### config.mk
export PLATFORM = sky130hd
export DESIGN_NAME = i2c_display_byte_writer
export DESIGN_NICKNAME = d
export VERILOG_FILES = /design/src/sv/i2cdbw_pkg.sv /design/src/sv/i2cdbw_cfg_regs.sv /design/src/sv/i2cdbw_sequencer.sv /design/src/sv/i2c_display_byte_writer.sv
export SDC_FILE = /design/constraint.sdc
export NUM_CORES = 1
export LEC_CHECK = 0
export CAP_MARGIN = 20
export CELL_PAD_IN_SITES_DETAIL_PLACEMENT = 1
export CELL_PAD_IN_SITES_GLOBAL_PLACEMENT = 1
export CORE_ASPECT_RATIO = 1.4
export CORE_MARGIN = 4
export CORE_UTILIZATION = 49
export CTS_CLUSTER_DIAMETER = 60
export DETAILED_ROUTE_END_ITERATION = 8
export DONT_BUFFER_PORTS = 1
export HOLD_SLACK_MARGIN = 0.08
export PLACE_DENSITY_LB_ADDON = 0.12
export SYNTH_ARGS = -nofsm -noshare
export SYNTH_HDL_FRONTEND = slang
export SYNTH_SLANG_ARGS = --single-unit
### constraint.sdc
create_clock -name clk -period 3.95 [get_ports clk]
set_clock_uncertainty 0.2 [all_clocks]
set_input_delay 0.5925 -clock clk [delete_from_list [all_inputs] [get_ports clk]]
set_output_delay 0.5925 -clock clk [all_outputs]
set_load 0.005 [all_outputs]
### src/sv/i2cdbw_pkg.sv
// shared types and constants for the i2c display byte writer
`timescale 1ns / 1ps

package i2cdbw_pkg;

    // frame layout
    localparam int BYTES_PER_FRAME = 3;
    // address, control and payload bytes; bytes past the third shift in as zero
    localparam int SHIFT_W         = 24;
    localparam int BYTE_CNT_W      = (BYTES_PER_FRAME > 1) ? $clog2(BYTES_PER_FRAME) : 1;
    localparam logic [BYTE_CNT_W-1:0] LAST_BYTE = BYTE_CNT_W'(BYTES_PER_FRAME - 1);
    localparam logic [BYTE_CNT_W-1:0] BYTE_STEP = BYTE_CNT_W'(1);

    // bit counter value that marks the ack clock
    localparam logic [3:0] ACK_BIT = 4'd8;

    // operation codes
    localparam logic [1:0] OP_TICK    = 2'd0;
    localparam logic [1:0] OP_COMMAND = 2'd1;
    localparam logic [1:0] OP_DATA    = 2'd2;

    // register indexes and reset values
    localparam int ADDR_W = 4;
    localparam logic [1:0] REG_DEVICE_ADDR = 2'd0;
    localparam logic [1:0] REG_CMD_CTRL    = 2'd1;
    localparam logic [1:0] REG_DATA_CTRL   = 2'd2;
    localparam logic [7:0] DEVICE_ADDR_RST = 8'h78;
    localparam logic [7:0] CMD_CTRL_RST    = 8'h00;
    localparam logic [7:0] DATA_CTRL_RST   = 8'h40;

    // frame sequencer phases
    typedef enum logic [1:0] {
        PH_START,
        PH_BYTE,
        PH_STOP
    } phase_t;

    typedef struct packed {
        logic [1:0] operation;
        logic [7:0] payload_byte;
    } req_item_t;

    typedef struct packed {
        logic scl_level;
        logic sda_level;
        logic busy_res;
        logic request_accepted;
        logic frame_done;
    } rsp_item_t;

    typedef struct packed {
        logic [7:0] device_write_address;
        logic [7:0] command_control_byte;
        logic [7:0] data_control_byte;
    } cfg_t;

endpackage

### src/sv/i2cdbw_cfg_regs.sv
// configuration registers behind the apb-style port
`timescale 1ns / 1ps

module i2cdbw_cfg_regs (
    input  logic                           clk,
    input  logic                           rst_n,
    input  logic                           psel,
    input  logic                           penable,
    input  logic                           pwrite,
    input  logic [i2cdbw_pkg::ADDR_W-1:0]  paddr,
    input  logic [31:0]                    pwdata,
    output logic [31:0]                    prdata,
    output logic                           pready,
    output i2cdbw_pkg::cfg_t               cfg
);

    i2cdbw_pkg::cfg_t cfg_reg;
    i2cdbw_pkg::cfg_t cfg_next;
    logic             wr_en;
    logic [1:0]       reg_idx;

    assign pready  = 1'b1;
    assign wr_en   = psel & penable & pwrite;
    assign reg_idx = paddr[3:2];
    assign cfg     = cfg_reg;

    // register write decode
    always_comb
    begin
        cfg_next = cfg_reg;
        if (wr_en)
        begin
            case (reg_idx)
                i2cdbw_pkg::REG_DEVICE_ADDR: cfg_next.device_write_address = pwdata[7:0];
                i2cdbw_pkg::REG_CMD_CTRL:    cfg_next.command_control_byte = pwdata[7:0];
                i2cdbw_pkg::REG_DATA_CTRL:   cfg_next.data_control_byte    = pwdata[7:0];
                default:                     cfg_next = cfg_reg;
            endcase
        end
    end

    always_ff @(posedge clk or negedge rst_n)
    begin
        if (!rst_n)
        begin
            cfg_reg.device_write_address <= i2cdbw_pkg::DEVICE_ADDR_RST;
            cfg_reg.command_control_byte <= i2cdbw_pkg::CMD_CTRL_RST;
            cfg_reg.data_control_byte    <= i2cdbw_pkg::DATA_CTRL_RST;
        end
        else
        begin
            cfg_reg <= cfg_next;
        end
    end

    // read mux
    always_comb
    begin
        case (reg_idx)
            i2cdbw_pkg::REG_DEVICE_ADDR: prdata = {24'd0, cfg_reg.device_write_address};
            i2cdbw_pkg::REG_CMD_CTRL:    prdata = {24'd0, cfg_reg.command_control_byte};
            i2cdbw_pkg::REG_DATA_CTRL:   prdata = {24'd0, cfg_reg.data_control_byte};
            default:                     prdata = 32'd0;
        endcase
    end

endmodule

### src/sv/i2cdbw_sequencer.sv
// frame sequencer: one pin step per tick, start/bytes/ack/stop
`timescale 1ns / 1ps

module i2cdbw_sequencer (
    input  logic                   clk,
    input  logic                   rst_n,
    input  logic                   advance,
    input  i2cdbw_pkg::req_item_t  req,
    input  i2cdbw_pkg::cfg_t       cfg,
    output i2cdbw_pkg::rsp_item_t  result
);

    i2cdbw_pkg::phase_t                   phase_reg, phase_next;
    logic [1:0]                           sub_reg, sub_next;
    logic [3:0]                           bit_reg, bit_next;
    logic [i2cdbw_pkg::BYTE_CNT_W-1:0]    byte_reg, byte_next;
    logic [i2cdbw_pkg::SHIFT_W-1:0]       shift_reg, shift_next;
    logic                                 active_reg, active_next;
    logic                                 scl_reg, scl_next;
    logic                                 sda_reg, sda_next;
    logic                                 accepted;
    logic                                 done;
    logic                                 is_tick;
    logic                                 is_req;
    logic [7:0]                           ctrl_byte;

    assign is_tick   = (req.operation == i2cdbw_pkg::OP_TICK);
    assign is_req    = (req.operation == i2cdbw_pkg::OP_COMMAND) ||
                       (req.operation == i2cdbw_pkg::OP_DATA);
    assign ctrl_byte = (req.operation == i2cdbw_pkg::OP_COMMAND) ?
                       cfg.command_control_byte : cfg.data_control_byte;

    // next state for one request
    always_comb
    begin
        phase_next  = phase_reg;
        sub_next    = sub_reg;
        bit_next    = bit_reg;
        byte_next   = byte_reg;
        shift_next  = shift_reg;
        active_next = active_reg;
        scl_next    = scl_reg;
        sda_next    = sda_reg;
        accepted    = 1'b0;
        done        = 1'b0;

        if (is_req && !active_reg)
        begin
            // new frame: load address, control and payload bytes
            shift_next  = {cfg.device_write_address, ctrl_byte, req.payload_byte};
            phase_next  = i2cdbw_pkg::PH_START;
            sub_next    = 2'd0;
            bit_next    = 4'd0;
            byte_next   = '0;
            active_next = 1'b1;
            accepted    = 1'b1;
        end
        else if (is_tick && active_reg)
        begin
            case (phase_reg)
                i2cdbw_pkg::PH_START:
                begin
                    sub_next = sub_reg + 2'd1;
                    case (sub_reg)
                        2'd0:    sda_next = 1'b1;
                        2'd1:    scl_next = 1'b1;
                        2'd2:    sda_next = 1'b0;
                        default:
                        begin
                            scl_next   = 1'b0;
                            phase_next = i2cdbw_pkg::PH_BYTE;
                            sub_next   = 2'd0;
                            bit_next   = 4'd0;
                            byte_next  = '0;
                        end
                    endcase
                end
                i2cdbw_pkg::PH_BYTE:
                begin
                    if (bit_reg != i2cdbw_pkg::ACK_BIT)
                    begin
                        // data bit: set sda, raise scl, drop scl
                        case (sub_reg)
                            2'd0:
                            begin
                                sda_next   = shift_reg[i2cdbw_pkg::SHIFT_W-1];
                                shift_next = {shift_reg[i2cdbw_pkg::SHIFT_W-2:0], 1'b0};
                                sub_next   = 2'd1;
                            end
                            2'd1:
                            begin
                                scl_next = 1'b1;
                                sub_next = 2'd2;
                            end
                            default:
                            begin
                                scl_next = 1'b0;
                                sub_next = 2'd0;
                                bit_next = bit_reg + 4'd1;
                            end
                        endcase
                    end
                    else
                    begin
                        // ack clock, not sampled
                        if (sub_reg == 2'd0)
                        begin
                            scl_next = 1'b1;
                            sub_next = 2'd1;
                        end
                        else
                        begin
                            scl_next = 1'b0;
                            sub_next = 2'd0;
                            bit_next = 4'd0;
                            if (byte_reg == i2cdbw_pkg::LAST_BYTE)
                            begin
                                phase_next = i2cdbw_pkg::PH_STOP;
                            end
                            else
                            begin
                                byte_next = byte_reg + i2cdbw_pkg::BYTE_STEP;
                            end
                        end
                    end
                end
                i2cdbw_pkg::PH_STOP:
                begin
                    case (sub_reg)
                        2'd0:
                        begin
                            sda_next = 1'b0;
                            sub_next = 2'd1;
                        end
                        2'd1:
                        begin
                            scl_next = 1'b1;
                            sub_next = 2'd2;
                        end
                        default:
                        begin
                            sda_next    = 1'b1;
                            sub_next    = 2'd0;
                            active_next = 1'b0;
                            phase_next  = i2cdbw_pkg::PH_START;
                            done        = 1'b1;
                        end
                    endcase
                end
                default:
                begin
                    phase_next = i2cdbw_pkg::PH_START;
                end
            endcase
        end
    end

    // result fields follow the state after this request
    always_comb
    begin
        result.scl_level        = scl_next;
        result.sda_level        = sda_next;
        result.busy_res         = active_next;
        result.request_accepted = accepted;
        result.frame_done       = done;
    end

    // control and pin state
    always_ff @(posedge clk or negedge rst_n)
    begin
        if (!rst_n)
        begin
            phase_reg  <= i2cdbw_pkg::PH_START;
            sub_reg    <= 2'd0;
            bit_reg    <= 4'd0;
            byte_reg   <= '0;
            active_reg <= 1'b0;
            scl_reg    <= 1'b1;
            sda_reg    <= 1'b1;
        end
        else if (advance)
        begin
            phase_reg  <= phase_next;
            sub_reg    <= sub_next;
            bit_reg    <= bit_next;
            byte_reg   <= byte_next;
            active_reg <= active_next;
            scl_reg    <= scl_next;
            sda_reg    <= sda_next;
        end
    end

    // frame shift register
    always_ff @(posedge clk)
    begin
        if (advance)
        begin
            shift_reg <= shift_next;
        end
    end

endmodule

### src/sv/i2c_display_byte_writer.sv
// top level of the i2c display byte writer
`timescale 1ns / 1ps
// Usage
// - req channel (req_valid/req_ready/req): operation is a tick (one pin
//   step), a command request or a data request; payload_byte is the byte to
//   send on a request.
// - A request while idle loads address, control and payload bytes and starts
//   a frame; each later tick takes one pin step. A request while busy is
//   refused (request_accepted 0). A frame takes 7 + 26 * BYTES_PER_FRAME ticks.
// - rsp channel (rsp_valid/rsp_ready/rsp): one response per request with
//   the scl/sda levels, busy flag, accept flag and frame done flag.
// - Latency: the response is valid the cycle after the request is taken.
//   Throughput: one request per cycle while each response is taken, set by
//   the single-step sequencer and the one-entry response register.
// - When the receiver stalls, the response register holds its value and
//   req_ready drops until the response is taken.
// - Reset: pins released high, sequencer idle, registers at their defaults,
//   no response pending.
// - Config: APB-style registers at 0x0 (device address), 0x4 (command
//   control byte), 0x8 (data control byte); write only while idle.

module i2c_display_byte_writer (
    input  logic                           clk,
    input  logic                           rst_n,
    input  logic                           req_valid,
    output logic                           req_ready,
    input  i2cdbw_pkg::req_item_t          req,
    output logic                           rsp_valid,
    input  logic                           rsp_ready,
    output i2cdbw_pkg::rsp_item_t          rsp,
    input  logic                           psel,
    input  logic                           penable,
    input  logic                           pwrite,
    input  logic [i2cdbw_pkg::ADDR_W-1:0]  paddr,
    input  logic [31:0]                    pwdata,
    output logic [31:0]                    prdata,
    output logic                           pready
);

    i2cdbw_pkg::cfg_t       cfg;
    i2cdbw_pkg::rsp_item_t  result;
    i2cdbw_pkg::rsp_item_t  rsp_reg;
    logic                   rsp_valid_reg;
    logic                   rsp_valid_next;
    logic                   req_take;

    // request handshake
    assign req_ready = !rsp_valid_reg || rsp_ready;
    assign req_take  = req_valid && req_ready;

    i2cdbw_cfg_regs u_cfg_regs (
        .clk     (clk),
        .rst_n   (rst_n),
        .psel    (psel),
        .penable (penable),
        .pwrite  (pwrite),
        .paddr   (paddr),
        .pwdata  (pwdata),
        .prdata  (prdata),
        .pready  (pready),
        .cfg     (cfg)
    );

    i2cdbw_sequencer u_sequencer (
        .clk     (clk),
        .rst_n   (rst_n),
        .advance (req_take),
        .req     (req),
        .cfg     (cfg),
        .result  (result)
    );

    // response valid tracking
    always_comb
    begin
        rsp_valid_next = rsp_valid_reg;
        if (req_take)
        begin
            rsp_valid_next = 1'b1;
        end
        else if (rsp_ready)
        begin
            rsp_valid_next = 1'b0;
        end
    end

    always_ff @(posedge clk or negedge rst_n)
    begin
        if (!rst_n)
        begin
            rsp_valid_reg <= 1'b0;
        end
        else
        begin
            rsp_valid_reg <= rsp_valid_next;
        end
    end

    // response payload register
    always_ff @(posedge clk)
    begin
        if (req_take)
        begin
            rsp_reg <= result;
        end
    end

    assign rsp_valid = rsp_valid_reg;
    assign rsp       = rsp_reg;

endmodule

# After elaboration in Yosys (flattened, before gate mapping)
# Index checks and enable logic that the tools add are counted.
[op_classes]
addsub = 3
n_reduce_logical = 30
bitwise = 4
mux = 59
eq_ne = 18
[op_table]
columns = ["op", "n"]
rows = [
  ["$mux W24", 5],
  ["$mux W2", 17],
  ["$mux W4", 6],
  ["$pmux W8 S3", 1],
  ["$mux W1", 18],
  ["$ne A3 B2 Y1 const B", 5],
  ["$reduce_and A7 Y1", 2],
  ["$pmux W2 S3", 2],
  ["$eq A2 B2 Y1 const B", 5],
  ["$reduce_bool A2 Y1", 5],
  ["$eq A2 B1 Y1 const B", 4],
  ["$logic_not A2 Y1", 4],
  ["$mux W8", 1],
  ["$pmux W1 S2", 4],
  ["$pmux W2 S2", 2],
  ["$pmux W4 S2", 1],
  ["$pmux W1 S3", 2],
  ["$reduce_and A2 Y1", 3],
  ["$reduce_and A6 Y1", 1],
  ["$reduce_or A3 Y1", 2],
  ["$reduce_and A5 Y1", 1],
  ["$add A2 B1 Y2 const B", 2],
  ["$add A4 B1 Y4 const B", 1],
  ["$ne A4 B2 Y1 const B", 1],
  ["other kinds (12)", 19],
]
[word_totals]
output_inout_bits = 40
elab_cells = 131
ff_bits = 67
in_bits = 53

# Depth between registers and ports, before layout
[logic_depth]
ltp_word = 7
ltp_mapped = 8
ltp_nobuf = 7

# By module
# From an unflattened synthesis, not the netlist that was laid out.
[unflattened]
cells_unflattened = 365
hier_area_um2 = 3866.2
[by_module_without_submodules]
columns = ["module", "area_each_um2", "n_inst", "seq_area_each_um2", "cells_per_inst"]
rows = [
  ["i2cdbw_sequencer", 2322.2, 1, 1048.5, 248],
  ["i2cdbw_cfg_regs", 1340.0, 1, 606.8, 108],
  ["i2c_display_byte_writer", 203.9, 1, 175.2, 9],
]

# Worst setup path before layout
# No wires, ideal clock.
[synth_timing]
path_kind = "input port to flip-flop"
from = "input req[9] in the netlist's numbering"
to = "register u_sequencer.shift_reg[0] in the netlist's numbering, enable pin"
t_required_ns = 3.337
t_arrival_ns = 2.610
setup_time_ns = 0.413
setup_slack_ns = 0.727
n_path_buf = 2
stages = 6
cell_sequence = "inv_1 -> ha_1 -> nand2b_4 -> buf_2 -> buf_1 -> a21oi_1"
[synth_via]
elab_chain_len = 5
elab_cells_between_ends = 11
cone_classes = "eq/ne: 2; reduce/logical: 9"
[synth_lines]
columns = ["item", "line_no", "rtl"]
rows = [
  ["from (decl)", "i2c_display_byte_writer.sv:27", "input i2cdbw_pkg::req_item_t req,"],
  ["$eq A2 B1 Y1 / $eq A2 B2 Y1 (equally long branches)", "i2cdbw_sequencer.sv:28, i2cdbw_sequencer.sv:29", ""],
  ["$logic_or A1 B1 Y1", "i2cdbw_sequencer.sv:28", "assign is_req = (req.operation == i2cdbw_pkg::OP_COMMAND) ||"],
  ["$logic_and A1 B1 Y1", "i2cdbw_sequencer.sv:47", "if (is_req && !active_reg)"],
  ["$reduce_bool A2 Y1 (no line)", "-", ""],
  ["$reduce_and A5 Y1 (no line) (*)", "-", ""],
  ["to (signal assigned)", "i2cdbw_sequencer.sv:198", "shift_reg <= shift_next;"],
  ["to (decl)", "i2cdbw_sequencer.sv:17", "logic [i2cdbw_pkg::SHIFT_W-1:0] shift_reg, shift_next;"],
]
# Mark *: on every way between the ends. The rest lies on a longest branch, timed or not.
# A chain may end at the register's enable or synchronous reset.

# Final worst setup path
[layout_timing]
from = "register u_sequencer.phase_reg[1]"
to = "register u_sequencer.bit_reg[0]"
[layout_via]
elab_chain_len = 4
elab_cells_between_ends = 10
cone_classes = "eq/ne: 4; mux: 3; reduce/logical: 3"
[layout_lines]
columns = ["item", "line_no", "rtl"]
rows = [
  ["from (decl)", "i2cdbw_sequencer.sv:13", "i2cdbw_pkg::phase_t phase_reg, phase_next;"],
  ["from (signal assigned)", "i2cdbw_sequencer.sv:173", "phase_reg <= i2cdbw_pkg::PH_START;"],
  ["from (signal assigned)", "i2cdbw_sequencer.sv:183", "phase_reg <= phase_next;"],
  ["$eq A2 B1 Y1 / $logic_not A2 Y1 (equally long branches)", "i2cdbw_sequencer.sv:60", "case (phase_reg)"],
  ["$pmux W4 S2", "i2cdbw_sequencer.sv:60", ""],
  ["$mux W4", "i2cdbw_sequencer.sv:58", "else if (is_tick && active_reg)"],
  ["$mux W4", "i2cdbw_sequencer.sv:47", ""],
  ["to (signal assigned)", "i2cdbw_sequencer.sv:185", "bit_reg <= bit_next;"],
  ["to (decl)", "i2cdbw_sequencer.sv:15", "logic [3:0] bit_reg, bit_next;"],
]
# Parallel ways exist; a longest one is shown, timed or not. The select of a mux whose other input is x is not followed.

==> qor.yml <==
worst_setup_path:
  crit_path_start_kind: "flip-flop"
  end_kind: "flip-flop"
  path_class: "flip-flop to flip-flop"
  crit_required_ps: 3980
  crit_arrival_ps: 2510
  crit_fanout: 15
logic_synthesis:
  muxShareOfSynthArea: 0.142
  seq_area_frac_synth: 0.490
  synth_area_leader_cell: "edfxtp_1"
  ys_ff_latch: 67
  synth_top_area_frac: 0.233
  synth_top_family_by_area: "simple AND/OR/NAND/NOR gates"
  yosysUniqueCellTypes: 54
  synthAdderAreaFrac: 0.0469
  synth-async-reset-ratio: 0.567
  synth-compound-area-share: 0.0914
  synth_edf_count: 29
  yosys_warnings: 0
  syn-cell-area_um2: 3740
  synth_area_per_cell_um2: 10.8
  synth-simple-area-share: 0.146
  synth-xor-area-share: 0
  synthFlopType: "dfrtp_1"
  postSynthCellCount: 345
  synthTopCellsByArea: "edfxtp_1 23%, dfrtp_1 21%, mux2_1 7.2%"
grt:
  first_global_vias: 2651
  grt_pass1_wl_um: 13200
  grt-ovfl-total: 0
  track_usage: 0.191
  antenna_found_initial: 1
  grt_max_degree: 41
power:
  power.total_mw: 2.24
  switchingPower_mw: 0.803
  p_leak_nw: 1.71
  p_seq_frac: 0.452
  swShare: 0.359
  clkPwrFrac: 0.229
  internal-power_mw: 1.43
  powerDensity_nw_per_um2: 571
  comb_power_share: 0.319
  ir_drop_mv: 0.304
sta:
  setup_tns_ps: 0
  setup_slack_ps: 1470
  fin_crit_sh: 0.627
  max_freq_mhz: 404
  rsz0062_at_grt: "false"
  slew_headroom: 0.546
  worst_slew_pin_slew_ps: 679
  drv_slew: 0
  fin_crit_ps: 2480
  finalHoldViolations: 0
  finalSetupViolCount: 0
placement:
  gp_congestion: 0.707
  place_ws_ps: 1310
  io_buffers: 0
  place_hpwl_um: 5650
  place_area_um2: 3720
min_path:
  worstHoldPathType: "input port to flip-flop"
cells_and_area:
  final_nets: 413
  finalCoreUtilization: 0.529
  final_area_um2: 3920
  drive_gt1_frac: 0.120
  area_growth_pct: 4.92
clock_network:
  clock-root-buffer: "clkbuf_8"
  clkTransAtPathRegs_ps: 80
  clock_sinks: 67
  clockBufferDepth: 2
  htreeDepth: 3
  cts_tree: "built"
  clock_latency_ps: 340
  postCtsSetupRepairBufs: 0
  cts_made_buffers: 9
die:
  die_y_um: 111
  rows: 37
  dieArea_um2: 9110
  die_w_um: 81.8
  core_area_um2: 7410
  initial_utilization: 0.504
  ios: 93
route:
  drtPass1Iterations: 4
  drc_errors: 0
  wl_per_cell_um: 17.9
  drtIter0Drc: 68
  vias: 2397
  routed_wl_um: 8020
  via_per_inst: 5.34
  drt.antenna.violating_nets: 0
run_status:
  status: "finished, final reports clean"
job:
  max_cap_violations: 0
## cell type report
type                    count  area [µm²]
clock buffers              11         141
repair buffers              4        45.0
clock inverters             5        30.0
well taps                  97         121
flip-flops and latches     67        1830
diodes                      1        2.50
inverters                  15        56.3
multi-input cells         249        1690
fillers                   801        3490
## timing repair
item	in CTS	in global routing
gates resized for setup	0	0
hold endpoints to repair	38	0
setup endpoints to repair	0	0
hold buffers	2	0
## kinds of logic (layout without fill, tap and decap cells)
kind of cell | Yosys count | after routing
compound gates | 50 | 50
fa+ha+maj | 14 | 14
buf+inv | 52 | 35
flops | 67 | 67
mux | 49 | 49
other cells | 2 | 26
simple gates | 111 | 111
## Yosys cell counts (3+ instances only)
cell type / count
nand2_1: 71
dfrtp_1: 31
edfxtp_1: 29
buf_4: 25
mux2_1: 24
mux2i_1: 22
ha_1: 14
inv_1: 14
o21ai_0: 13
o21ai_1: 10
nor2_1: 8
dfstp_2: 7
nand3_1: 6
buf_2: 5
nor3_1: 5
a21oi_1: 3
a31oi_1: 3
buf_1: 3
clkbuf_1: 3
nand2b_1: 3
o211ai_1: 3
## power by group through the flow
stage	clock network, mW	logic [mW]	registers (mW)
4_1_cts	0.525	0.720	1.01
3_3_place_gp	0	0.677	1.02
6_report	0.512	0.714	1.01
2_1_floorplan	0	0.603	0.985
3_5_place_dp	0	0.703	1.03
5_1_grt	0.562	0.809	1.03
## worst paths after layout
kind | depth (start not counted) | end | startpoint | slack, ps
max in group asynchronous | 2 | u_cfg_regs.cfg[22] | rst_n | 2770
hold reg to reg | 1 | u_cfg_regs.cfg[5] | u_cfg_regs.cfg[5] | 320
setup / recovery | 6 | u_sequencer.bit_reg[0] | u_sequencer.phase_reg[1] | 1470
setup reg to reg | 6 | u_sequencer.bit_reg[0] | u_sequencer.phase_reg[1] | 1470
hold / removal | 1 | rsp_valid | req_valid | 160
min in group asynchronous | 2 | u_sequencer.bit_reg[0] | rst_n | 500
## critical path, stage by stage, from the launching register on
cell	delay, ps
dfrtp_1	410
inv_1	110
ha_1	510
mux2i_1	270
a211oi_2	320
o21a_2	240
mux2_4	310
## metrics by stage
step	hold slack [ps]	instances
final	156	449
after global routing	146	449
after CTS	143	448
after detailed placement	98.7	430
after global placement	98.5	430
after floorplan	96.9	368
## routing by layer
layer  global-route usage  part of all wire
met2                0.315              0.53
met1                0.234              0.42
met3               0.0520             0.037
met4               0.0698             0.012
met5                    0                 0
## cells in the final DEF, fill, tap and decap left out, drive strengths merged, types with 2 or more instances in the layout
| cell | n |
|---|---|
| a21o | 2 |
| dfstp | 7 |
| edfxtp | 29 |
| dfrtp | 31 |
| clkbuf | 11 |
| nor2 | 8 |
| o21ai | 23 |
| clkinvlp | 2 |
| nor3 | 7 |
| and2 | 2 |
| nor2b | 2 |
| inv | 15 |
| mux2i | 22 |
| a22o | 2 |
| nand2b | 5 |
| conb | 25 |
| buf | 3 |
| clkinv | 3 |
| ha | 14 |
| a21boi | 2 |
| and3 | 3 |
| a211oi | 2 |
| mux2 | 27 |
| o211ai | 4 |
| o2111ai | 2 |
| a31oi | 3 |
| nand3 | 6 |
| a21oi | 3 |
| nand2 | 72 |
No activity file was read; power rests on OpenSTA's default activity.
